--- config.mk ---
export PLATFORM = sky130hd
export DESIGN_NAME = frk_queue
export DESIGN_NICKNAME = d
export VERILOG_FILES = /design/src/design/frk_pkg.sv /design/src/design/frk_queue.sv
export SDC_FILE = /design/constraint.sdc
export NUM_CORES = 1
export LEC_CHECK = 0
export BUFFER_PORTS_ARGS = -buffer_cell sky130_fd_sc_hd__buf_2
export CAP_MARGIN = 20
export CORE_MARGIN = 3
export CORE_UTILIZATION = 40
export CTS_CLUSTER_DIAMETER = 40
export DETAILED_ROUTE_END_ITERATION = 10
export PLACE_DENSITY_LB_ADDON = 0.25
export SLEW_MARGIN = 10
export SYNTH_ARGS = -nofsm -noshare
export SYNTH_HDL_FRONTEND = slang
export SYNTH_SLANG_ARGS = --single-unit
export TNS_END_PERCENT = 30
--- constraint.sdc ---
create_clock -name clk -period 7.4 [get_ports clk]
set_input_delay 0.37 -clock clk [delete_from_list [all_inputs] [get_ports clk]]
set_output_delay 0.37 -clock clk [all_outputs]
set_load 0.01 [all_outputs]
--- src/design/frk_pkg.sv ---
// frk_pkg: widths, types, register codes and the key-select function shared
// by all float_key_radix_sorter files. No dependencies.
package frk_pkg;

  localparam int MAX_ITEMS = 64;                       // vectors held per set, 1..64
  localparam int AW        = $clog2(MAX_ITEMS);        // store address width
  localparam int CW        = $clog2(MAX_ITEMS + 1);    // count width, holds MAX_ITEMS
  localparam int COMP_W    = 32;
  localparam int VEC_W     = 4 * COMP_W;
  localparam int PASS_W    = 5;
  localparam logic [PASS_W-1:0] LAST_PASS = 5'd31;

  localparam int QDEPTH    = 2;                        // front/back queue, power of two
  localparam int QAW       = $clog2(QDEPTH);

  localparam int CFG_IDX_W  = 1;
  localparam int CFG_DATA_W = 3;
  localparam int AXIS_W     = 2;
  localparam int CCNT_W     = 3;

  // configuration register indexes
  localparam logic [CFG_IDX_W-1:0] CFG_SORT_AXIS  = 1'd0;
  localparam logic [CFG_IDX_W-1:0] CFG_COMP_COUNT = 1'd1;

  // axis codes
  localparam logic [AXIS_W-1:0] AX_X = 2'd0;
  localparam logic [AXIS_W-1:0] AX_Y = 2'd1;
  localparam logic [AXIS_W-1:0] AX_Z = 2'd2;
  localparam logic [AXIS_W-1:0] AX_W = 2'd3;

  localparam logic [CCNT_W-1:0] COMP_THREE = 3'd3;
  localparam logic [CCNT_W-1:0] COMP_RESET = 3'd4;

  typedef logic [VEC_W-1:0] vec_t;

  typedef struct packed {
    vec_t vec;
    logic keep;   // vector is stored (set not yet full)
    logic fin;    // last word of the set, starts the sort
  } q_entry_t;

  typedef struct packed {
    logic full;
    logic empty;
  } q_stat_t;

  typedef struct packed {
    logic [AXIS_W-1:0] axis;
    logic              three;
  } cfg_t;

  // key = raw bits of the chosen component; w reads as zero with three components
  function automatic logic [COMP_W-1:0] key_of(vec_t v, logic [AXIS_W-1:0] axis,
                                              logic three);
    logic [COMP_W-1:0] k;
    unique case (axis)
      AX_X:    k = v[COMP_W-1:0];
      AX_Y:    k = v[2*COMP_W-1:COMP_W];
      AX_Z:    k = v[3*COMP_W-1:2*COMP_W];
      AX_W:    k = three ? '0 : v[4*COMP_W-1:3*COMP_W];
      default: k = '0;
    endcase
    return k;
  endfunction

endpackage

--- src/design/frk_queue.sv ---
// frk_queue: short FIFO of classified words between front and back.
// Depends on frk_pkg.
module frk_queue (
  input  logic               clk,
  input  logic               rst_n,
  input  logic               push,
  input  frk_pkg::q_entry_t  wr_entry,
  input  logic               pop,
  output frk_pkg::q_entry_t  rd_entry,
  output frk_pkg::q_stat_t   stat
);

  frk_pkg::q_entry_t mem [frk_pkg::QDEPTH];

  logic [frk_pkg::QAW-1:0] wr_ptr_r, rd_ptr_r;
  logic [frk_pkg::QAW:0]   cnt_r, cnt_nxt;

  assign rd_entry   = mem[rd_ptr_r];
  assign stat.full  = cnt_r == (frk_pkg::QAW+1)'(frk_pkg::QDEPTH);
  assign stat.empty = cnt_r == '0;

  always_comb begin
    cnt_nxt = cnt_r;
    if (push && !pop) begin
      cnt_nxt = cnt_r + (frk_pkg::QAW+1)'(1);
    end else if (pop && !push) begin
      cnt_nxt = cnt_r - (frk_pkg::QAW+1)'(1);
    end
  end

  always_ff @(posedge clk) begin
    if (push) begin
      mem[wr_ptr_r] <= wr_entry;
    end
  end

  always_ff @(posedge clk) begin
    if (!rst_n) begin
      wr_ptr_r <= '0;
      rd_ptr_r <= '0;
      cnt_r    <= '0;
    end else begin
      cnt_r <= cnt_nxt;
      if (push) begin
        wr_ptr_r <= wr_ptr_r + frk_pkg::QAW'(1);
      end
      if (pop) begin
        rd_ptr_r <= rd_ptr_r + frk_pkg::QAW'(1);
      end
    end
  end

endmodule

# Yosys cells after proc, flatten, opt, wreduce, memory -nomap -nowiden
# Memory sizes are Yosys's and may differ from the RTL's. A register that Yosys moved wholly into a read port is not among the register bits.
# Cells that the tools add are included.
# totals
memories	1
regBits	4
ramBits	260
output_inout_bits	132
inputBits	134
# op_classes
mux	6
reduce_logical	6
add_sub_neg	4
n_eq_ne	1
# mem_list
name	depth	word_bits	read_ports	rd_ports_with_merged_regs	write_ports	line	rtl
mem	2	130	1	1	1	frk_queue.sv:13	frk_pkg::q_entry_t mem [frk_pkg::QDEPTH];
# op_table
cell	n
2-to-1 mux 1 bit	4
2-to-1 mux 2 bit	2
adder 1 bit, second input constant	2
adder 2 x 1 -> 2 bit, second input constant	1
== test 2 bit, second input constant	1
logical AND 1 bit	2
logical NOT 1 bit	2
logical NOT 2 bit	1
nonzero test 2 bit	1
subtractor 2 x 1 -> 2 bit, second input constant	1

# Logic depth before layout (Yosys ltp)
# depth
ltp_word	4
ltp_mapped	5
ltp_nobuf	5

# Worst setup path after synthesis
# Ideal clock, no wire load.
# synth_timing
kind	register to register
start	register wr_ptr_r
end	memory mem[0][0] (netlist bit), enable pin
arrival_time_ns	6.054
period_less_slack_ns	6.690
stages_incl_launch_ff	2
t_required_ns	6.764
path_slack_ns	0.710
n_path_buf	0
cell_sequence	dfxtp_1 nor2b_1
# synth_rtl
element	line	rtl
start, declared	frk_queue.sv:15	logic [frk_pkg::QAW-1:0] wr_ptr_r, rd_ptr_r;
start signal, assigned	frk_queue.sv:45	wr_ptr_r <= wr_ptr_r + frk_pkg::QAW'(1);
end, declared	frk_queue.sv:13	
# Straight into the memory's write port.

==> flow_metrics.tcl <==
set metrics [dict create \
    start_util 0.4087 \
    dpl_cell_area_um2 11260 \
    fmax_mhz 311.2 \
    synthAdderAreaFrac 0.001300 \
    cts-root-buf "clkbuf_16" \
    path_buf_inv 2 \
    r2r_setup_slack_ns 4.98 \
    synth_top_area_share 0.8113 \
    tightestPinTransition_ns 1.068 \
    crit_chain "buf_4, mux2_2, buf_2" \
    cts_made_buffers 36 \
    synth_area_per_cell_um2 22.59 \
    setup.worst_path.class "reg -> out" \
    internal_power_w 0.003015 \
    layout-drive-gt1-share 0.6094 \
    ctsResizeCount 0 \
    synth_compound_area_frac 0.002080 \
    finalHoldViolCount 0 \
    yosys-top-cells-area "edfxtp_1 (81%), mux2_2 (15%), buf_6 (1.2%), dfxtp_1 (1.0%), and2_1 (0.26%)" \
    cpLargestDelayFamily "buffers and inverters" \
    drt_first_pass_iters 4 \
    synth_xor_area_frac 0.002730 \
    status "completed" \
    grt_start_max_net_pins 80 \
    dieWidth_um 161.1 \
    first_global_vias 5455 \
    r2r_cells 2 \
    cts.sinks 265 \
    hp-start "wr_entry[33]" \
    cp-end-kind "primary output" \
    finalMaxSlewViolations 0 \
    syn-instance-count 426 \
    fin_nets 854 \
    via_count 4977 \
    r2r-start "wr_ptr_r" \
    synth_simple_gate_area_share 0.005591 \
    whs_path_depth 1 \
    ys_seq_area_frac 0.8217 \
    min_to "mem[0][33]" \
    clk_pin_slew_ns 0.05 \
    setup_slack_ns 4.187 \
    sequentialPowerShare 0.465 \
    slew-limit-headroom 0.2877 \
    dieArea_um2 25950 \
    tns_ns 0 \
    setup_viol 0 \
    combPwrFrac 0.084 \
    yosysTopAreaCell "edfxtp_1" \
    area_growth_pct 29.57 \
    place.gp.congestion 0.7271 \
    clk_latency_ns 0.49 \
    synth_seq_cells 265 \
    grt_first_pass_wirelength_um 28460 \
    drtIter0Drc 267 \
    row_count 56 \
    cp_slowest_stage_delay_ns 0.88 \
    rsz0062_at_grt "no" \
    antenna_left 0 \
    final_common_cell "buf_2" \
    drcViolationCount 0 \
    totalWireLength_um 18340 \
    p_sw_frac 0.2061 \
    core_area_um2 23540 \
    p_clk_frac 0.451 \
    cap_violations 0 \
    hold_buffers 0 \
    skew_ns 0.01910 \
    pin_count 266 \
    worstHoldPathType "in -> reg" \
    ys_types 17 \
    cts_setup_buffers 0 \
    peakVddDrop_v 0.0001961 \
    period_minus_slack_ns 3.213 \
    fin_crit_sh 0.4343 \
    syn_area_um2 9623 \
    start_kind "flop" \
    dp_slack_ns 4.630 \
    final_core_util 0.5296 \
    slowest_stage "buf_4" \
    rr_endpoint "mem[1][114]" \
    post_drt_wl_per_cell_um 17.23 \
    hpwl_um 12000 \
    die_h_um 161.1 \
    synthesis.nets 561 \
    synth_top_family_by_area "multiplexers" \
    antenna_found_initial 3 \
    cts_tree "done" \
    required_ns 7.03 \
    powerDensity_nw_per_um2 304.5 \
    htreeDepth 2 \
    synth.yosys.warnings 0 \
    critPathArrivalTime_ns 2.84 \
    numPortBuffers 265 \
    viasPerCell 4.678 \
    leakagePower_nw 4.675 \
    layout_common_cells "buf_2 (265), edfxtp_1 (260), mux2_2 (130)" \
    cp_max_fo 79 \
    grt_usage 0.1393 \
    diodes 0 \
    cts_buffer_depth 3 \
    grt_overflow 0 \
    final_area_um2 12470 \
    p_switching_w 0.0007826 \
    synth.mux.area_fraction 0.1521 \
]
==> worst register-to-register path: stages, from the launching register on <==
cell and delay (ns):
dfxtp_1 0.38, and2_4 0.68, buf_4 0.89
==> routing by layer <==
layer / part of all wire / global-route usage
met3: 0.097 / 0.05719
met4: 0.025 / 0.04928
met2: 0.49 / 0.2285
met1: 0.39 / 0.1671
met5: 0.0015 / 0
==> worst max path at each step <==
stage               startpoint            end  slack [ns]  depth (start not counted)
global route              flop  rd_entry[121]        4.00                          3
finish                    flop   rd_entry[43]        4.19                          3
detailed placement        flop   rd_entry[71]        4.63                          3
CTS                       flop   rd_entry[71]        4.10                          3
floorplan             wr_ptr_r      mem[0][0]        0.71                          1
global placement          flop  rd_entry[114]        4.66                          3
==> stage by stage <==
stage / cells / hold WS (ns) / power [W]
after floorplan: 426 / 0.4656 / 0.001987
after global placement: 1000 / 0.4819 / 0.002111
after detailed placement: 1000 / 0.5018 / 0.002120
after CTS: 1064 / 0.03452 / 0.003845
after global routing: 1064 / 0.03520 / 0.003944
final: 1064 / 0.06112 / 0.003797
==> area by class of cell <==
class,instances,area [um^2]
timing repair buffer,269,1356
fill,1907,11070
clock inverter,21,262.8
clock buffer,43,948.4
multi-input combinational,146,1587
inverter,1,3.754
sequential,265,7911
tap,319,399.1
==> power groups by stage <==
stage,combinational [W],sequential (W),clock (W)
finish,0.000319,0.00177,0.00171
global route,0.000346,0.00177,0.00182
CTS,0.000326,0.00177,0.00175
detailed placement,0.000323,0.00180,0
global placement,0.000318,0.00179,0
floorplan,0.000195,0.00179,0
==> cell families after synthesis <==
family,count (synthesis)
buf+inv,15
flops,265
mux,130
compound gates,3
simple gates,9
fa+ha+maj,1
xor+xnor,3
==> sequential cells by signal (all words and copies together) (netlist names), named ones only <==
name / count
cnt_r: 2
wr_ptr_r: 1
rd_ptr_r: 1
mem: 260
==> cells in the mapped netlist <==
cell and instances:
a21boi_1 1, inv_1 1, o21a_1 1, mux2_2 130, or3_1 1, edfxtp_1 260
nor2_1 1, buf_6 10, xor2_1 2, ha_1 1, xnor2_1 1, dfxtp_1 5
buf_2 3, nor2b_1 3, o21ai_0 1, buf_4 1, and2_1 4
Note: power is estimated with default switching activity, not from simulation.
