**src/design/frk_pkg.sv**
```systemverilog
// frk_pkg: widths, types, register codes and the key-select function shared
// by all float_key_radix_sorter files. No dependencies.
package frk_pkg;

  localparam int MAX_ITEMS = 64;                       // vectors held per set, 1..64
  localparam int AW        = $clog2(MAX_ITEMS);        // store address width
  localparam int CW        = $clog2(MAX_ITEMS + 1);    // count width, holds MAX_ITEMS
  localparam int COMP_W    = 32;
  localparam int VEC_W     = 4 * COMP_W;
  localparam int PASS_W    = 5;
  localparam logic [PASS_W-1:0] LAST_PASS = 5'd31;

  localparam int QDEPTH    = 2;                        // front/back queue, power of two
  localparam int QAW       = $clog2(QDEPTH);

  localparam int CFG_IDX_W  = 1;
  localparam int CFG_DATA_W = 3;
  localparam int AXIS_W     = 2;
  localparam int CCNT_W     = 3;

  // configuration register indexes
  localparam logic [CFG_IDX_W-1:0] CFG_SORT_AXIS  = 1'd0;
  localparam logic [CFG_IDX_W-1:0] CFG_COMP_COUNT = 1'd1;

  // axis codes
  localparam logic [AXIS_W-1:0] AX_X = 2'd0;
  localparam logic [AXIS_W-1:0] AX_Y = 2'd1;
  localparam logic [AXIS_W-1:0] AX_Z = 2'd2;
  localparam logic [AXIS_W-1:0] AX_W = 2'd3;

  localparam logic [CCNT_W-1:0] COMP_THREE = 3'd3;
  localparam logic [CCNT_W-1:0] COMP_RESET = 3'd4;

  typedef logic [VEC_W-1:0] vec_t;

  typedef struct packed {
    vec_t vec;
    logic keep;   // vector is stored (set not yet full)
    logic fin;    // last word of the set, starts the sort
  } q_entry_t;

  typedef struct packed {
    logic full;
    logic empty;
  } q_stat_t;

  typedef struct packed {
    logic [AXIS_W-1:0] axis;
    logic              three;
  } cfg_t;

  // key = raw bits of the chosen component; w reads as zero with three components
  function automatic logic [COMP_W-1:0] key_of(vec_t v, logic [AXIS_W-1:0] axis,
                                              logic three);
    logic [COMP_W-1:0] k;
    unique case (axis)
      AX_X:    k = v[COMP_W-1:0];
      AX_Y:    k = v[2*COMP_W-1:COMP_W];
      AX_Z:    k = v[3*COMP_W-1:2*COMP_W];
      AX_W:    k = three ? '0 : v[4*COMP_W-1:3*COMP_W];
      default: k = '0;
    endcase
    return k;
  endfunction

endpackage

```
**src/design/frk_front.sv**
```systemverilog
// frk_front: accepts input words, marks each as kept or dropped (set full)
// and as end of set, and pushes it to the queue. Depends on frk_pkg.
module frk_front (
  input  logic                         clk,
  input  logic                         rst_n,
  input  logic                         in_tvalid,
  output logic                         in_tready,
  input  frk_pkg::vec_t                in_tdata,
  input  logic                         in_tlast,
  input  frk_pkg::q_stat_t             q_stat,
  output logic                         push,
  output frk_pkg::q_entry_t            entry
);

  logic [frk_pkg::CW-1:0] fr_cnt_r, fr_cnt_nxt;
  logic                   keep;

  assign in_tready  = !q_stat.full;
  assign push       = in_tvalid && in_tready;
  assign keep       = fr_cnt_r < frk_pkg::CW'(frk_pkg::MAX_ITEMS);
  assign entry.vec  = in_tdata;
  assign entry.keep = keep;
  assign entry.fin  = in_tlast;

  always_comb begin
    fr_cnt_nxt = fr_cnt_r;
    if (push) begin
      if (in_tlast) begin
        fr_cnt_nxt = '0;
      end else if (keep) begin
        fr_cnt_nxt = fr_cnt_r + frk_pkg::CW'(1);
      end
    end
  end

  always_ff @(posedge clk) begin
    if (!rst_n) begin
      fr_cnt_r <= '0;
    end else begin
      fr_cnt_r <= fr_cnt_nxt;
    end
  end

endmodule

```
**config.mk**
```make
export PLATFORM = sky130hd
export DESIGN_NAME = frk_front
export DESIGN_NICKNAME = d
export VERILOG_FILES = /design/src/design/frk_pkg.sv /design/src/design/frk_front.sv
export SDC_FILE = /design/constraint.sdc
export NUM_CORES = 1
export LEC_CHECK = 0
export ABC_AREA = 0
export BUFFER_PORTS_ARGS = -buffer_cell sky130_fd_sc_hd__buf_2
export CAP_MARGIN = 25
export CORE_AREA = 2 2 103 105
export CTS_BUF_LIST = sky130_fd_sc_hd__clkbuf_4
export DETAILED_ROUTE_END_ITERATION = 8
export DIE_AREA = 0 0 105 107
export GPL_ROUTABILITY_DRIVEN = 0
export SLEW_MARGIN = 15
export SYNTH_ARGS = -nofsm -noshare
export SYNTH_HDL_FRONTEND = slang
export SYNTH_SLANG_ARGS = --single-unit
```
**constraint.sdc**
```tcl
create_clock -name clk -period 3.1 [get_ports clk]
set_input_delay 0.62 -clock clk [delete_from_list [all_inputs] [get_ports clk]]
set_output_delay 0.62 -clock clk [all_outputs]
set_load 0.005 [all_outputs]
```
After elaboration in Yosys (flattened, before gate mapping)
Index checks and enable logic that the tools add are counted.
- logic and storage cells: 9
- output and inout bits: 132
- flip-flop bits (word level): 7
- input bits: 134
- magnitude comparators: 1
- add/sub/neg operators: 1
- reduce and logical (&&, ||, !) cells: 4
- multiplexer cells: 2
- operators with widths (cell ; number):
    two-way mux 7 bit ; 2
    adder 7 x 1 -> 7 bit, second input constant ; 1
    < comparator 7 bit, second input constant ; 1
    AND reduction 2 bit ; 1
    nonzero test 2 bit ; 1
    logical AND 1 bit ; 1
    logical NOT 1 bit ; 1

Logic depth before layout (Yosys ltp)
Gate-level depths: netlist (run 1).
- word-level depth: 3
- mapped depth: 5
- mapped depth without buffers: 4

Worst setup path after synthesis (run 1)
No wires, ideal clock.
- path kind: input port to output port
- start point: in q_stat[1] (netlist bit)
- end point: out push
- required time: 2.480 ns
- cell stages on the path: 3
- buffers on the path: 1
- arrival: 0.914 ns
- setup slack: 1.566 ns
- path through: nand2b_4 buf_6 inv_2
- word-level cells in the longest chain between the ends: 2
- ends and longest elaborated chain (element ; RTL line ; RTL):
    from (decl) ; frk_front.sv:10 ; input frk_pkg::q_stat_t q_stat,
    logical NOT 1 bit ; frk_front.sv:18 ; assign in_tready = !q_stat.full;
    logical AND 1 bit ; frk_front.sv:19 ; assign push = in_tvalid && in_tready;
    to (decl) ; frk_front.sv:11 ; output logic push,
No other way between the ends.

Worst setup path in the final report (run 1)
Ends and elaborated chain as after synthesis.

==> results.env, run 1 <==
SIMPLE_GATE_SHARE_OF_THE_SYNTHESIZED_AREA_PCT=9.40
BOUNDARYPINS=266
HPWL_UM=2400
FINAL-SETUP-VIOL-COUNT=0
ADDER_CELL_SHARE_OF_THE_SYNTHESIZED_AREA_PCT=0.912
REGISTER_WITH_THE_HIGHEST_FLOP_COUNT='fr_cnt_r'
SYNTHESIS.AREA_UM2=1370
FLOORPLAN.INITIALDENSITY_PCT=13.6
TIMING.RR.START='fr_cnt_r[0]$_SDFFE_PN0P_'
DRT-INITIAL-DRC-COUNT=12
TIMING.CLOCK.SKEW_PS=4.54
YOSYSTOPAREACELLSHARE_PCT=71.2
HP-START='fr_cnt_r[4]$_SDFFE_PN0P_'
GRT_OVERFLOW=0
TIMING.FINAL.CRIT_PERIOD_PS=1700
SYNTH-COMPOUND-AREA-SHARE_PCT=3.38
WIRE_PER_INST_UM=14.5
LAYOUT_WORST_PATH_CYCLE_SHARE_PCT=54.9
YS_SEQ_AREA_SHARE_PCT=10.2
POWER_PER_CELL_AREA_nW_PER_UM2=328
WORSTSETUPSTARTPOINTTYPE='primary input'
VDD.IR_DROP.WORST_V=0.000152
SYNTHESIS.AREA_PER_INSTANCE_UM2=7.79
VIAS=523
WORSTREG2REGEND='fr_cnt_r[2]$_SDFFE_PN0P_'
SYNTH.LARGEST_AREA_CELL='sky130_fd_sc_hd__buf_4'
DRC_VIOLATIONS_LEFT=0
FP.COREAREA_UM2=10100
FINALNETCOUNT=192
DRIVE_ABOVE_1_SHARE_PCT=25.0
ROUTE.FINAL.WIRE_LENGTH_UM=2780
CELLLEAKAGEPOWER_nW=0.186
HOLDPATHSTAGES=2
MOST_FREQUENT_CELL_ON_THE_CRITICAL_PATH='sky130_fd_sc_hd__buf_2'
OUTCOME='finished clean'
CP_CELL_SEQUENCE='buf_2, nand2b_4, inv_2, buf_2'
YOSYS.AREA_SHARE.XOR_XNOR_PCT=0
SYN_INST=176
FP-ROW-COUNT=37
MAPPEDNETLISTNETS=311
SYNTH.DISTINCT_CELLS=24
WORST-PATH-MAX-FANOUT=9
TIMING.CRITICAL_PATH.SLOWEST_STAGE_CELL='sky130_fd_sc_hd__nand2b_4'
NETLIST_TOP_CELLS_AREA='sky130_fd_sc_hd__buf_4, sky130_fd_sc_hd__dfxtp_1, sky130_fd_sc_hd__mux2i_1, sky130_fd_sc_hd__nand3b_1, sky130_fd_sc_hd__inv_1'
WORST_SETUP_SLACK_AFTER_PLACEMENT_PS=1400
CRIT_PATH_MAX_INCR_DELAY_PS=170
CTS.HOLD.BUFFERS_ADDED=0
DIE_WIDTH_UM=105
DIE_AREA_UM2=11200
CLOCK_LATENCY_ON_THE_WORST_SKEW_PAIR_PS=260
LARGEST_REG_FLOPS=7
HOLD_PATH_CLASS='register to register'
LARGESTREGISTERS='fr_cnt_r x7'
TIMING_MAX_TRANSITION_VIOLATIONS_FINAL=0
CTS-ROOT-TO-SINK-BUFFERS=2
CTS_NUM_SINKS=7
SETUP.REG_TO_REG.WORST_SLACK_PS=1810
H-TREE-DEPTH=1
GRT_SETUP_UNREPAIRED='no'
TIMING.FINAL.HOLD_VIOLATIONS=0
FMAXACHIEVABLE_GHz=0.587
TRANSITION_AT_THE_PIN_WITH_THE_SMALLEST_MAX_TRANSITION_SLACK_PS=416
IO_BUFFERS=8
ANTENNA_FOUND_INITIAL=0
TIMING.MAX_SLEW.REL_SLACK_PCT=72.2
CRIT_PATH_START='q_stat[1]'
YOSYS_REGISTER_BITS=7
VIAS_PER_CELL=2.72
N_FILL_CELL=1228
YOSYS_WARNINGS=0
CRIT_PATH_END_KIND='primary output'
DETAIL_ROUTE.FIRST_PASS.ITERATIONS=4
POST_CTS.REPAIR.SETUP_BUFFERS=0
GRTUSAGETOTAL_PCT=4.53
AREA.GROWTH.SYNTH_TO_FINAL_PCT=-54.7
DOMINANT_COMBINATIONAL_CELL_FAMILY_BY_AREA_AFTER_SYNTHESIS='buffers and inverters'
NUMCTSBUFFERS=3
SYNTH.MUX.AREA_FRACTION_PCT=2.19
CRIT_ARRIVAL_PS=1080
TRITONCTS='built'
ANTENNADIODECOUNT=0
TIMING.CRITICAL_PATH.REQUIRED_PS=2480
ROOT_BUFFER_CELL='sky130_fd_sc_hd__clkbuf_4'
MAXIMUM_NUMBER_OF_PINS_ON_ONE_NET_BEFORE_GLOBAL_ROUTE_REPAIR=10
DRV.MAX_CAP_VIOLATION_COUNT=0
WORST-R2R-CELL-COUNT=4
TIMING.FINAL.WS_SETUP_PS=1400
DIE_HEIGHT_UM=107
HOLD_PATH_END='fr_cnt_r[4]$_SDFFE_PN0P_'
SETUP_TNS_PS=0
ROUTE.ANTENNA.REMAINING_NETS=0
TIMING_WORST_SETUP_PATH_TYPE='primary input to primary output'
VIA_COUNT_OF_THE_FIRST_GLOBAL_ROUTING_PASS=514
POST_CTS.RESIZED_INSTANCES=0
CLK_PIN_SLEW_WORST_PATHS_PS=60
GRT_PASS1_WL_UM=3640
-- worst max-delay path by stage --
stage / end / slack (ps) / cells past startpoint
finish: push / 1400 / 4
global route: push / 1380 / 4
CTS: push / 1400 / 4
detailed placement: push / 1400 / 4
global placement: push / 1400 / 4
floorplan: push / 1570 / 3
-- worst max-delay path, delay by kind of cell --
family / cells / cell delay, ps
simple gates: 1 / 170
buf+inv: 3 / 300
-- layout by cell type, fill, tap and decap left out --
| master | Yosys | routed |
|---|---|---|
| sky130_fd_sc_hd__nand4_1 | 1 | 1 |
| sky130_fd_sc_hd__a21boi_1 | 2 | 2 |
| sky130_fd_sc_hd__or4_1 | 2 | 2 |
| sky130_fd_sc_hd__mux2i_1 | 3 | 3 |
| sky130_fd_sc_hd__ha_1 | 1 | 1 |
| sky130_fd_sc_hd__nand3b_1 | 4 | 4 |
| sky130_fd_sc_hd__o21ai_0 | 2 | 2 |
| sky130_fd_sc_hd__nor2b_1 | 1 | 1 |
| sky130_fd_sc_hd__nand3_1 | 3 | 3 |
| sky130_fd_sc_hd__dfxtp_1 | 7 | 7 |
| sky130_fd_sc_hd__o31ai_1 | 1 | 1 |
| sky130_fd_sc_hd__nor4_1 | 2 | 2 |
| sky130_fd_sc_hd__and3_1 | 1 | 1 |
| sky130_fd_sc_hd__inv_1 | 5 | 5 |
| sky130_fd_sc_hd__nand2b_4 | 1 | 1 |
| sky130_fd_sc_hd__nor2_1 | 1 | 1 |
| sky130_fd_sc_hd__a21oi_1 | 1 | 1 |
| sky130_fd_sc_hd__buf_2 | 0 | 8 |
| sky130_fd_sc_hd__nor4b_1 | 1 | 1 |
| sky130_fd_sc_hd__a41oi_1 | 1 | 1 |
| sky130_fd_sc_hd__nand2_1 | 3 | 3 |
| sky130_fd_sc_hd__inv_2 | 1 | 1 |
| sky130_fd_sc_hd__clkbuf_4 | 0 | 4 |
-- metrics by stage --
stage               utilization, %  instance area (um^2)  total power (W)  hold slack (ps)  instances
floorplan                        -                  1370         0.000239              450        176
global placement              5.85                   591         0.000110              464        188
detailed placement            5.85                   591         0.000110              484        188
CTS                           6.15                   621         0.000209              492        192
global route                  6.15                   621         0.000213              519        192
finish                        6.15                   621         0.000203              490        192
-- Yosys cell counts --
cell type / instances
sky130_fd_sc_hd__a21boi_1: 2
sky130_fd_sc_hd__a21oi_1: 1
sky130_fd_sc_hd__a41oi_1: 1
sky130_fd_sc_hd__and3_1: 1
sky130_fd_sc_hd__buf_1: 1
sky130_fd_sc_hd__buf_4: 130
sky130_fd_sc_hd__buf_6: 1
sky130_fd_sc_hd__dfxtp_1: 7
sky130_fd_sc_hd__ha_1: 1
sky130_fd_sc_hd__inv_1: 5
sky130_fd_sc_hd__inv_2: 1
sky130_fd_sc_hd__mux2i_1: 3
sky130_fd_sc_hd__nand2_1: 3
sky130_fd_sc_hd__nand2b_4: 1
sky130_fd_sc_hd__nand3_1: 3
sky130_fd_sc_hd__nand3b_1: 4
sky130_fd_sc_hd__nand4_1: 1
sky130_fd_sc_hd__nor2_1: 1
sky130_fd_sc_hd__nor2b_1: 1
sky130_fd_sc_hd__nor4_1: 2
sky130_fd_sc_hd__nor4b_1: 1
sky130_fd_sc_hd__o21ai_0: 2
sky130_fd_sc_hd__o31ai_1: 1
sky130_fd_sc_hd__or4_1: 2
-- layout make-up --
class                   instances  area (um^2)  share of cell area, %
clock buffers                   4         30.0                   4.84
repair buffers                  8         40.0                   6.45
inverters                       6         22.5                   3.63
well taps                     136          170                   27.4
multi-input cells              31          218                   35.1
flip-flops and latches          7          140                   22.6
-- layer usage --
layer  up-vias  GRT usage (%)  part of all wire (%)
met5         -              0                     0
met3        58           4.92                    26
met1       207           2.16                    18
li1        184              -                     -
met4         0           8.95                    16
met2        74           5.52                    40
-- power by group --
group          total [W]  internal, W  leakage (nW)  switching (W)
clock          0.0000953    0.0000581        0.0184      0.0000372
sequential     0.0000913    0.0000907        0.0565    0.000000607
combinational  0.0000169   0.00000709         0.111     0.00000977
total           0.000203     0.000156         0.186      0.0000476
-- cell families (layout without fill, tap and decap cells) --
group / Yosys count / count (layout)
fa+ha+maj: 1 / 1
simple gates: 20 / 20
buf+inv: 138 / 18
mux: 3 / 3
compound gates: 7 / 7
flops: 7 / 7
No activity file was read; power rests on OpenSTA's default activity.
==> run 2, diff against run 1 <==
--- a/config.mk
+++ b/config.mk
@@ -5,13 +5,13 @@
 export SDC_FILE = /design/constraint.sdc
 export NUM_CORES = 1
 export LEC_CHECK = 0
-export ABC_AREA = 0
+export ABC_AREA = 1
 export BUFFER_PORTS_ARGS = -buffer_cell sky130_fd_sc_hd__buf_2
 export CAP_MARGIN = 25
-export CORE_AREA = 2 2 103 105
+export CORE_AREA = 2 2 104 106
 export CTS_BUF_LIST = sky130_fd_sc_hd__clkbuf_4
 export DETAILED_ROUTE_END_ITERATION = 8
-export DIE_AREA = 0 0 105 107
+export DIE_AREA = 0 0 106 108
 export GPL_ROUTABILITY_DRIVEN = 0
 export SLEW_MARGIN = 15
 export SYNTH_ARGS = -nofsm -noshare
==> constraint.sdc (replaced) <==
create_clock -name clk -period 1.6 [get_ports clk]
set_input_delay 0.32 -clock clk [delete_from_list [all_inputs] [get_ports clk]]
set_output_delay 0.32 -clock clk [all_outputs]
set_load 0.005 [all_outputs]
==> run 2 against run 1 <==
Sequential power is 96% higher. Sequential cell count stayed put. Register-to-register slack worse by 1400 ps. Sequential share of layout area is 0.58 points lower. Via count is 2.5% higher. Clock skew is 1.3 ps higher. Area after synthesis hardly changed. Clock power is 92% higher. Highest routed layer unchanged. Global-route usage is 0.73 points lower. Non-clock buffer count stayed put. Die area is 1.9% higher. Count of clock-buffer cells in the layout stayed put. Critical endpoint is now fr_cnt_r[4]$_SDFFE_PN0P_.
==> results.env, run 2 <==
OUTCOME='finished clean'
CELLLEAKAGEPOWER_nW=0.216  # +16%
LARGESTREGISTERS='fr_cnt_r x7'
FP.COREAREA_UM2=10200  # +1.4%
VIAS=536  # +2.5%
CP_CELL_SEQUENCE='ha_1, inv_1, nor2_1, nand2_1, nor2_1, o21ai_0, nor2_1'
TRITONCTS='built'
NETLIST_TOP_CELLS_AREA='sky130_fd_sc_hd__buf_4, sky130_fd_sc_hd__dfxtp_1, sky130_fd_sc_hd__inv_1, sky130_fd_sc_hd__nand2_1, sky130_fd_sc_hd__nor2_1'
H-TREE-DEPTH=1  # unchanged
TIMING.FINAL.CRIT_PERIOD_PS=1180
CLK_PIN_SLEW_WORST_PATHS_PS=60  # about the same
CTS-ROOT-TO-SINK-BUFFERS=2  # unchanged
TIMING.CRITICAL_PATH.SLOWEST_STAGE_CELL='sky130_fd_sc_hd__dfxtp_1'
BOUNDARYPINS=266  # unchanged
CRIT_ARRIVAL_PS=1370  # +290 ps
MET1_USAGE_PCT=1.74  # -0.42 points
POST-ROUTE-CELL-AREA_UM2=637  # +2.6%
GRTUSAGETOTAL_PCT=3.79  # -0.73 points
POST_CTS.REPAIR.SETUP_BUFFERS=0  # unchanged
DRV.MAX_CAP_VIOLATION_COUNT=0  # unchanged
TIMING.CRITICAL_PATH.REQUIRED_PS=1790  # -690 ps
DETAIL_ROUTE.FIRST_PASS.ITERATIONS=4  # unchanged
GR-USAGE-MET3_PCT=3.32  # -1.6 points
YOSYSTOPAREACELLSHARE_PCT=71.1  # about the same
NUMCTSBUFFERS=3  # unchanged
VIAS_PER_CELL=2.60  # -4.5%
N_FILL_CELL=1208  # -1.6%
SYNTH-EDFF-COUNT=0  # unchanged
POWER_PER_CELL_AREA_nW_PER_UM2=624  # +90%
WORST-PATH-MAX-FANOUT=4  # -5
CLOCK_LATENCY_ON_THE_WORST_SKEW_PAIR_PS=260  # about the same
GRT_OVERFLOW=0  # unchanged
LARGEST_REG_FLOPS=7  # unchanged
MULTI_INPUT_COMB_AREA_UM2=215  # -1.1%
REGISTER_WITH_THE_HIGHEST_FLOP_COUNT='fr_cnt_r'
MOST_FREQUENT_CELL_ON_THE_CRITICAL_PATH='sky130_fd_sc_hd__nor2_1'
CTS.HOLD.BUFFERS_ADDED=0  # unchanged
WORSTSETUPSTARTPOINTTYPE='register'
ROUTE.FINAL.WIRE_LENGTH_UM=2490  # -10%
DRC_VIOLATIONS_LEFT=0  # unchanged
TIMING_MAX_TRANSITION_VIOLATIONS_FINAL=0  # unchanged
REGISTER_AREA_UM2=140  # unchanged
COMMONEST_CELLS_AFTER_ROUTING_FILL_AND_TAPS_ASIDE='sky130_fd_sc_hd__inv_1, sky130_fd_sc_hd__nand2_1, sky130_fd_sc_hd__nor2_1'
TIMING_WORST_SETUP_PATH_TYPE='register to register'
TIMING.CLOCK.SKEW_PS=5.87  # +1.33 ps
MAXIMUM_NUMBER_OF_PINS_ON_ONE_NET_BEFORE_GLOBAL_ROUTE_REPAIR=6  # -4
ANTENNA_FOUND_INITIAL=0  # unchanged
ROUTE.ANTENNA.REMAINING_NETS=0  # unchanged
CRIT_PATH_END_KIND='register'
CTS_NUM_SINKS=7  # unchanged
GRT.BUSIEST_LAYER='met4'
SYNTH-ASYNC-RESET-RATIO_PCT=0  # unchanged
FINALNETCOUNT=206  # +7.3%
GRT_SETUP_UNREPAIRED='no'
DIE_WIDTH_UM=106  # +0.95%
FLOORPLAN.INITIALDENSITY_PCT=13.4  # -0.17 points
GRT_PASS1_WL_UM=3160  # -13%
ANTENNADIODECOUNT=0  # unchanged
ROOT_BUFFER_CELL='sky130_fd_sc_hd__clkbuf_4'
HPWL_UM=2140  # -11%
SYN_INST=188  # +6.8%
VDD.IR_DROP.WORST_V=0.000279  # +83%
FMAXACHIEVABLE_GHz=0.848
SYNTH.DISTINCT_CELLS=18  # -25%
PLACED_CELL_AREA_UM2=607  # +2.8%
FP-ROW-COUNT=37  # unchanged
MAPPEDNETLISTNETS=323  # +3.9%
CRITICAL_PATH_BUF_INV_COUNT=1  # -2
DIE_AREA_UM2=11400  # +1.9%
YOSYS_REGISTER_BITS=7  # unchanged
YS_SEQ_AREA_SHARE_PCT=10.2  # about the same
TIMING.FINAL.HOLD_VIOLATIONS=0  # unchanged
SETUP_TNS_PS=0  # unchanged
MET2_USAGE_PCT=5.90  # +0.38 points
LAYOUT_WORST_PATH_CYCLE_SHARE_PCT=73.7
DIE_HEIGHT_UM=108  # +0.93%
SYNTH.LARGEST_AREA_CELL='sky130_fd_sc_hd__buf_4'
IO_BUFFERS=8  # unchanged
SYNTHESIS.AREA_PER_INSTANCE_UM2=7.30  # -6.3%
DRIVE_ABOVE_1_SHARE_PCT=27.1  # +2.1 points
CRIT_PATH_MAX_INCR_DELAY_PS=390  # +220 ps
VIA_COUNT_OF_THE_FIRST_GLOBAL_ROUTING_PASS=546  # +6.2%
AREA.GROWTH.SYNTH_TO_FINAL_PCT=-53.6
SYNTH_COMMONEST_CELLS='sky130_fd_sc_hd__buf_4, sky130_fd_sc_hd__inv_1, sky130_fd_sc_hd__nand2_1, sky130_fd_sc_hd__nor2_1, sky130_fd_sc_hd__dfxtp_1'
TIMING.MAX_SLEW.REL_SLACK_PCT=86.7  # +15 points
POST_CTS.RESIZED_INSTANCES=0  # unchanged
YOSYS_MOST_USED_DFF='sky130_fd_sc_hd__dfxtp_1'
YOSYSMOSTFREQUENTCELL='sky130_fd_sc_hd__buf_4'
YOSYS_WARNINGS=0  # unchanged
TRANSITION_AT_THE_PIN_WITH_THE_SMALLEST_MAX_TRANSITION_SLACK_PS=199  # -217 ps
DELAY_HEAVIEST_FAMILY_CP='simple AND/OR/NAND/NOR gates'
HOLD_PATH_CLASS='primary input to register'
DRT-INITIAL-DRC-COUNT=11  # -1
FINAL-SETUP-VIOL-COUNT=0  # unchanged
WIRE_PER_INST_UM=12.1  # -17%
SYNTHESIS.AREA_UM2=1370  # about the same
run 2: logic make-up after synthesis:
family,after synthesis,synth area share [%]
buf+inv,141,74.1
flops,7,10.2
simple gates,32,11.8
fa+ha+maj,1,0.911
compound gates,7,3.01
run 2: final cells by class:
type | count | share of cell area [%]
sequential | 7 | 22.0
tap | 136 | 26.7
clock buffer | 4 | 4.72
inverter | 11 | 6.48
timing repair buffer | 8 | 6.29
multi-input combinational | 40 | 33.8
run 2: metal layers:
layer / wire length (um) / vias to the layer above
met5: 0 / -
met4: 354 / 0
met3: 592 / 52
met2: 1110 / 73
li1: - / 204
met1: 431 / 207
run 2: worst paths after layout:
check | slack, ps | depth (start not counted) | endpoint | start
max | 420 | 7 | fr_cnt_r[4]$_SDFFE_PN0P_ | fr_cnt_r[0]$_SDFFE_PN0P_
min | 320 | 3 | fr_cnt_r[0]$_SDFFE_PN0P_ | rst_n
max reg2reg | 420 | 7 | fr_cnt_r[4]$_SDFFE_PN0P_ | fr_cnt_r[0]$_SDFFE_PN0P_
min reg2reg | 510 | 2 | fr_cnt_r[6]$_SDFFE_PN0P_ | fr_cnt_r[6]$_SDFFE_PN0P_
run 2: tightest hold or removal path: stages:
cell	delay [ps]
sky130_fd_sc_hd__buf_2	110
sky130_fd_sc_hd__o21ai_0	60
sky130_fd_sc_hd__nor2_1	40
run 2: stage by stage:
step	total power, W	hold WS (ps)	worst slack [ps]	cells	util (%)
after global placement	0.000217	488	470	202	5.93
final	0.000397	321	420	206	6.22
after floorplan	0.000463	456	602	188	-
after detailed placement	0.000218	500	421	202	5.93
after global routing	0.000413	364	294	206	6.22
after CTS	0.000398	323	411	206	6.22
run 2: power by group:
group          switching [W]  internal (W)  total [W]  leakage, nW
Combinational      0.0000220     0.0000131  0.0000351        0.141
Clock              0.0000708      0.000112   0.000183       0.0184
Sequential        0.00000242      0.000177   0.000179       0.0566
==> run 3, diff against run 2 <==
==> constraint.sdc (replaced) <==
create_clock -name clk -period 1.2 [get_ports clk]
set_input_delay 0.24 -clock clk [delete_from_list [all_inputs] [get_ports clk]]
set_output_delay 0.24 -clock clk [all_outputs]
set_load 0.005 [all_outputs]
==> run 3 against run 2 <==
Wire length decreased by 0.88%. Non-clock buffer count rose by 2. Core utilization increased by 0.18 points. Total power grew 35%. Fmax is 4.3% higher. Clock power rose by 34%. Final area grew 2.9%. Sequential share of layout area fell by 0.44 points. Clock skew down 1.1 ps. Worst setup slack worse by 350 ps. Sequential power grew 34%. Combinational power up 45%.
==> results.env, run 3 (synthesized netlist as in run 2, its figures left out) <==
GRT_SETUP_UNREPAIRED='no'
H-TREE-DEPTH=1  # unchanged
GRTUSAGETOTAL_PCT=3.87  # +0.077 points
TRANSITION_AT_THE_PIN_WITH_THE_SMALLEST_MAX_TRANSITION_SLACK_PS=179  # -19.9 ps
COMBINATIONALPOWERSHARE_PCT=9.5  # +0.7 points
COMMONEST_CELLS_AFTER_ROUTING_FILL_AND_TAPS_ASIDE='sky130_fd_sc_hd__inv_1, sky130_fd_sc_hd__nand2_1, sky130_fd_sc_hd__nor2_1, sky130_fd_sc_hd__buf_2, sky130_fd_sc_hd__dfxtp_1'
LARGESTREGISTERS='fr_cnt_r x7'
HOLD_PATH_CLASS='primary input to register'
LARGEST_REG_FLOPS=7  # unchanged
GRT_PASS1_WL_UM=3180  # +0.63%
ROUTE.FINAL.WIRE_LENGTH_UM=2470  # -0.88%
DRIVE_ABOVE_1_SHARE_PCT=31.9  # +4.8 points
VIAS=547  # +2.1%
IO_BUFFERS=8  # unchanged
NUMCTSBUFFERS=3  # unchanged
FP-ROW-COUNT=37  # unchanged
FINALCOREUTILIZATION_PCT=6.41  # +0.18 points
POWER.CLOCK.FRACTION_PCT=45.9  # -0.2 points
TIMING.CRITICAL_PATH.REQUIRED_PS=1390  # -400 ps
CRIT_ARRIVAL_PS=1320  # -50 ps
P_SWITCHING_W=0.000129  # +35%
TIMING_MAX_TRANSITION_VIOLATIONS_FINAL=0  # unchanged
REGISTER_WITH_THE_HIGHEST_FLOP_COUNT='fr_cnt_r'
WORST_SETUP_SLACK_AFTER_PLACEMENT_PS=25.5  # -395 ps
POST_CTS.REPAIR.SETUP_BUFFERS=0  # unchanged
DRC_VIOLATIONS_LEFT=0  # unchanged
LAYOUT_WORST_PATH_CYCLE_SHARE_PCT=94.2  # +20 points
CLOCK_LATENCY_ON_THE_WORST_SKEW_PAIR_PS=250  # about the same
SETUP_TNS_PS=0  # unchanged
GRT_OVERFLOW=0  # unchanged
ROOT_BUFFER_CELL='sky130_fd_sc_hd__clkbuf_4'
TIMING.FINAL.HOLD_VIOLATIONS=0  # unchanged
TIMING.MAX_SLEW.REL_SLACK_PCT=88.0  # +1.3 points
DRT-INITIAL-DRC-COUNT=13  # +2
DIE_WIDTH_UM=106  # unchanged
VIAS_PER_CELL=2.63  # +1.1%
WORST-PATH-MAX-FANOUT=4  # unchanged
ANTENNADIODECOUNT=0  # unchanged
REPORT.POWER.TOTAL_W=0.000535  # +35%
CTS_NUM_SINKS=7  # unchanged
CTS-ROOT-TO-SINK-BUFFERS=2  # unchanged
NETSWITCHINGFRACTION_PCT=24.1  # +0.093 points
BOUNDARYPINS=266  # unchanged
DETAIL_ROUTE.FIRST_PASS.ITERATIONS=4  # unchanged
TIMING.FINAL.CRIT_PERIOD_PS=1130  # -49.0 ps
N_FILL_CELL=1201  # -0.58%
TIMING_WORST_SETUP_PATH_TYPE='register to register'
CELLLEAKAGEPOWER_nW=0.226  # +4.8%
HPWL_UM=2130  # -0.33%
TIMING.CLOCK.SKEW_PS=4.81  # -1.06 ps
CRIT_PATH_END_KIND='register'
VDD.IR_DROP.WORST_V=0.000398  # +43%
FLOORPLAN.INITIALDENSITY_PCT=13.4  # unchanged
VIA_COUNT_OF_THE_FIRST_GLOBAL_ROUTING_PASS=546  # unchanged
TIMING.FINAL.WS_SETUP_PS=69.2  # -351 ps
DIE_AREA_UM2=11400  # unchanged
CLK_PIN_SLEW_WORST_PATHS_PS=60  # about the same
POWER.SHARE.SEQUENTIAL_PCT=44.6  # -0.4 points
ROUTE.ANTENNA.REMAINING_NETS=0  # unchanged
DIE_HEIGHT_UM=108  # unchanged
INTERNAL_POWER_W=0.000407  # +35%
FINALNETCOUNT=208  # +0.97%
FINAL-SETUP-VIOL-COUNT=0  # unchanged
FMAXACHIEVABLE_GHz=0.884  # +4.3%
WORSTSETUPSTARTPOINTTYPE='register'
DRV.MAX_CAP_VIOLATION_COUNT=0  # unchanged
POWER_PER_CELL_AREA_nW_PER_UM2=817  # +31%
TRITONCTS='built'
ANTENNA_FOUND_INITIAL=0  # unchanged
WIRE_PER_INST_UM=11.9  # -1.8%
AREA.GROWTH.SYNTH_TO_FINAL_PCT=-52.2
CTS.HOLD.BUFFERS_ADDED=0  # unchanged
OUTCOME='finished clean'
POST_CTS.RESIZED_INSTANCES=0  # unchanged
MAXIMUM_NUMBER_OF_PINS_ON_ONE_NET_BEFORE_GLOBAL_ROUTE_REPAIR=6  # unchanged
FP.COREAREA_UM2=10200  # unchanged
-- run 3: cell types whose count changed in the layout (fill, tap and decap cells not counted) --
cell                      previous run  this run
sky130_fd_sc_hd__nor2_2              1         2
sky130_fd_sc_hd__nor2_1              9         8
sky130_fd_sc_hd__dfxtp_1             7         6
sky130_fd_sc_hd__buf_4               0         2
sky130_fd_sc_hd__dfxtp_2             0         1
-- run 3: routing by layer --
metal	global-route usage (%)	vias up	part of all wire, %
li1	-	208	-
met1	1.74	210	18
met2	6.04	79	44
met3	3.32	50	24
met4	6.67	0	15
met5	0	-	0
-- run 3: worst paths after layout --
check	endpoint	startpoint	slack (ps)	depth (start not counted)
max	fr_cnt_r[4]$_SDFFE_PN0P_	fr_cnt_r[0]$_SDFFE_PN0P_	70	7
max reg2reg	fr_cnt_r[4]$_SDFFE_PN0P_	fr_cnt_r[0]$_SDFFE_PN0P_	70	7
min reg2reg	fr_cnt_r[6]$_SDFFE_PN0P_	fr_cnt_r[6]$_SDFFE_PN0P_	500	2
min	fr_cnt_r[0]$_SDFFE_PN0P_	rst_n	240	3
-- run 3: cell type report --
type / instances / area [um^2] / share of cell area (%)
Multi-Input combinational cell: 40 / 218 / 33.2
Tap cell: 136 / 170 / 26.0
Sequential cell: 7 / 141 / 21.6
Timing Repair Buffer: 10 / 55.1 / 8.40
Inverter: 11 / 41.3 / 6.30
Clock buffer: 4 / 30.0 / 4.58
-- run 3: worst max-delay path: stages (launching register included) --
cell and delay, ps:
sky130_fd_sc_hd__dfxtp_2 350, sky130_fd_sc_hd__ha_1 160, sky130_fd_sc_hd__inv_1 70, sky130_fd_sc_hd__nor2_2 150
sky130_fd_sc_hd__nand2_1 70, sky130_fd_sc_hd__nor2_1 90, sky130_fd_sc_hd__o21ai_0 80, sky130_fd_sc_hd__nor2_1 100
-- run 3: power by group through the flow --
stage	clock (W)	sequential (W)	combinational (W)
after floorplan	0	0.000243	0.000375
after global placement	0	0.000243	0.0000508
after detailed placement	0	0.000243	0.0000516
after CTS	0.000250	0.000238	0.0000517
after global routing	0.000262	0.000239	0.0000581
final	0.000246	0.000239	0.0000509
-- run 3: metrics by stage --
step / cells / hold slack [ps] / area, um^2
finish: 208 / 241 / 656
global placement: 204 / 480 / 622
global route: 208 / 280 / 656
detailed placement: 204 / 480 / 622
floorplan: 188 / 376 / 1370
CTS: 208 / 246 / 652
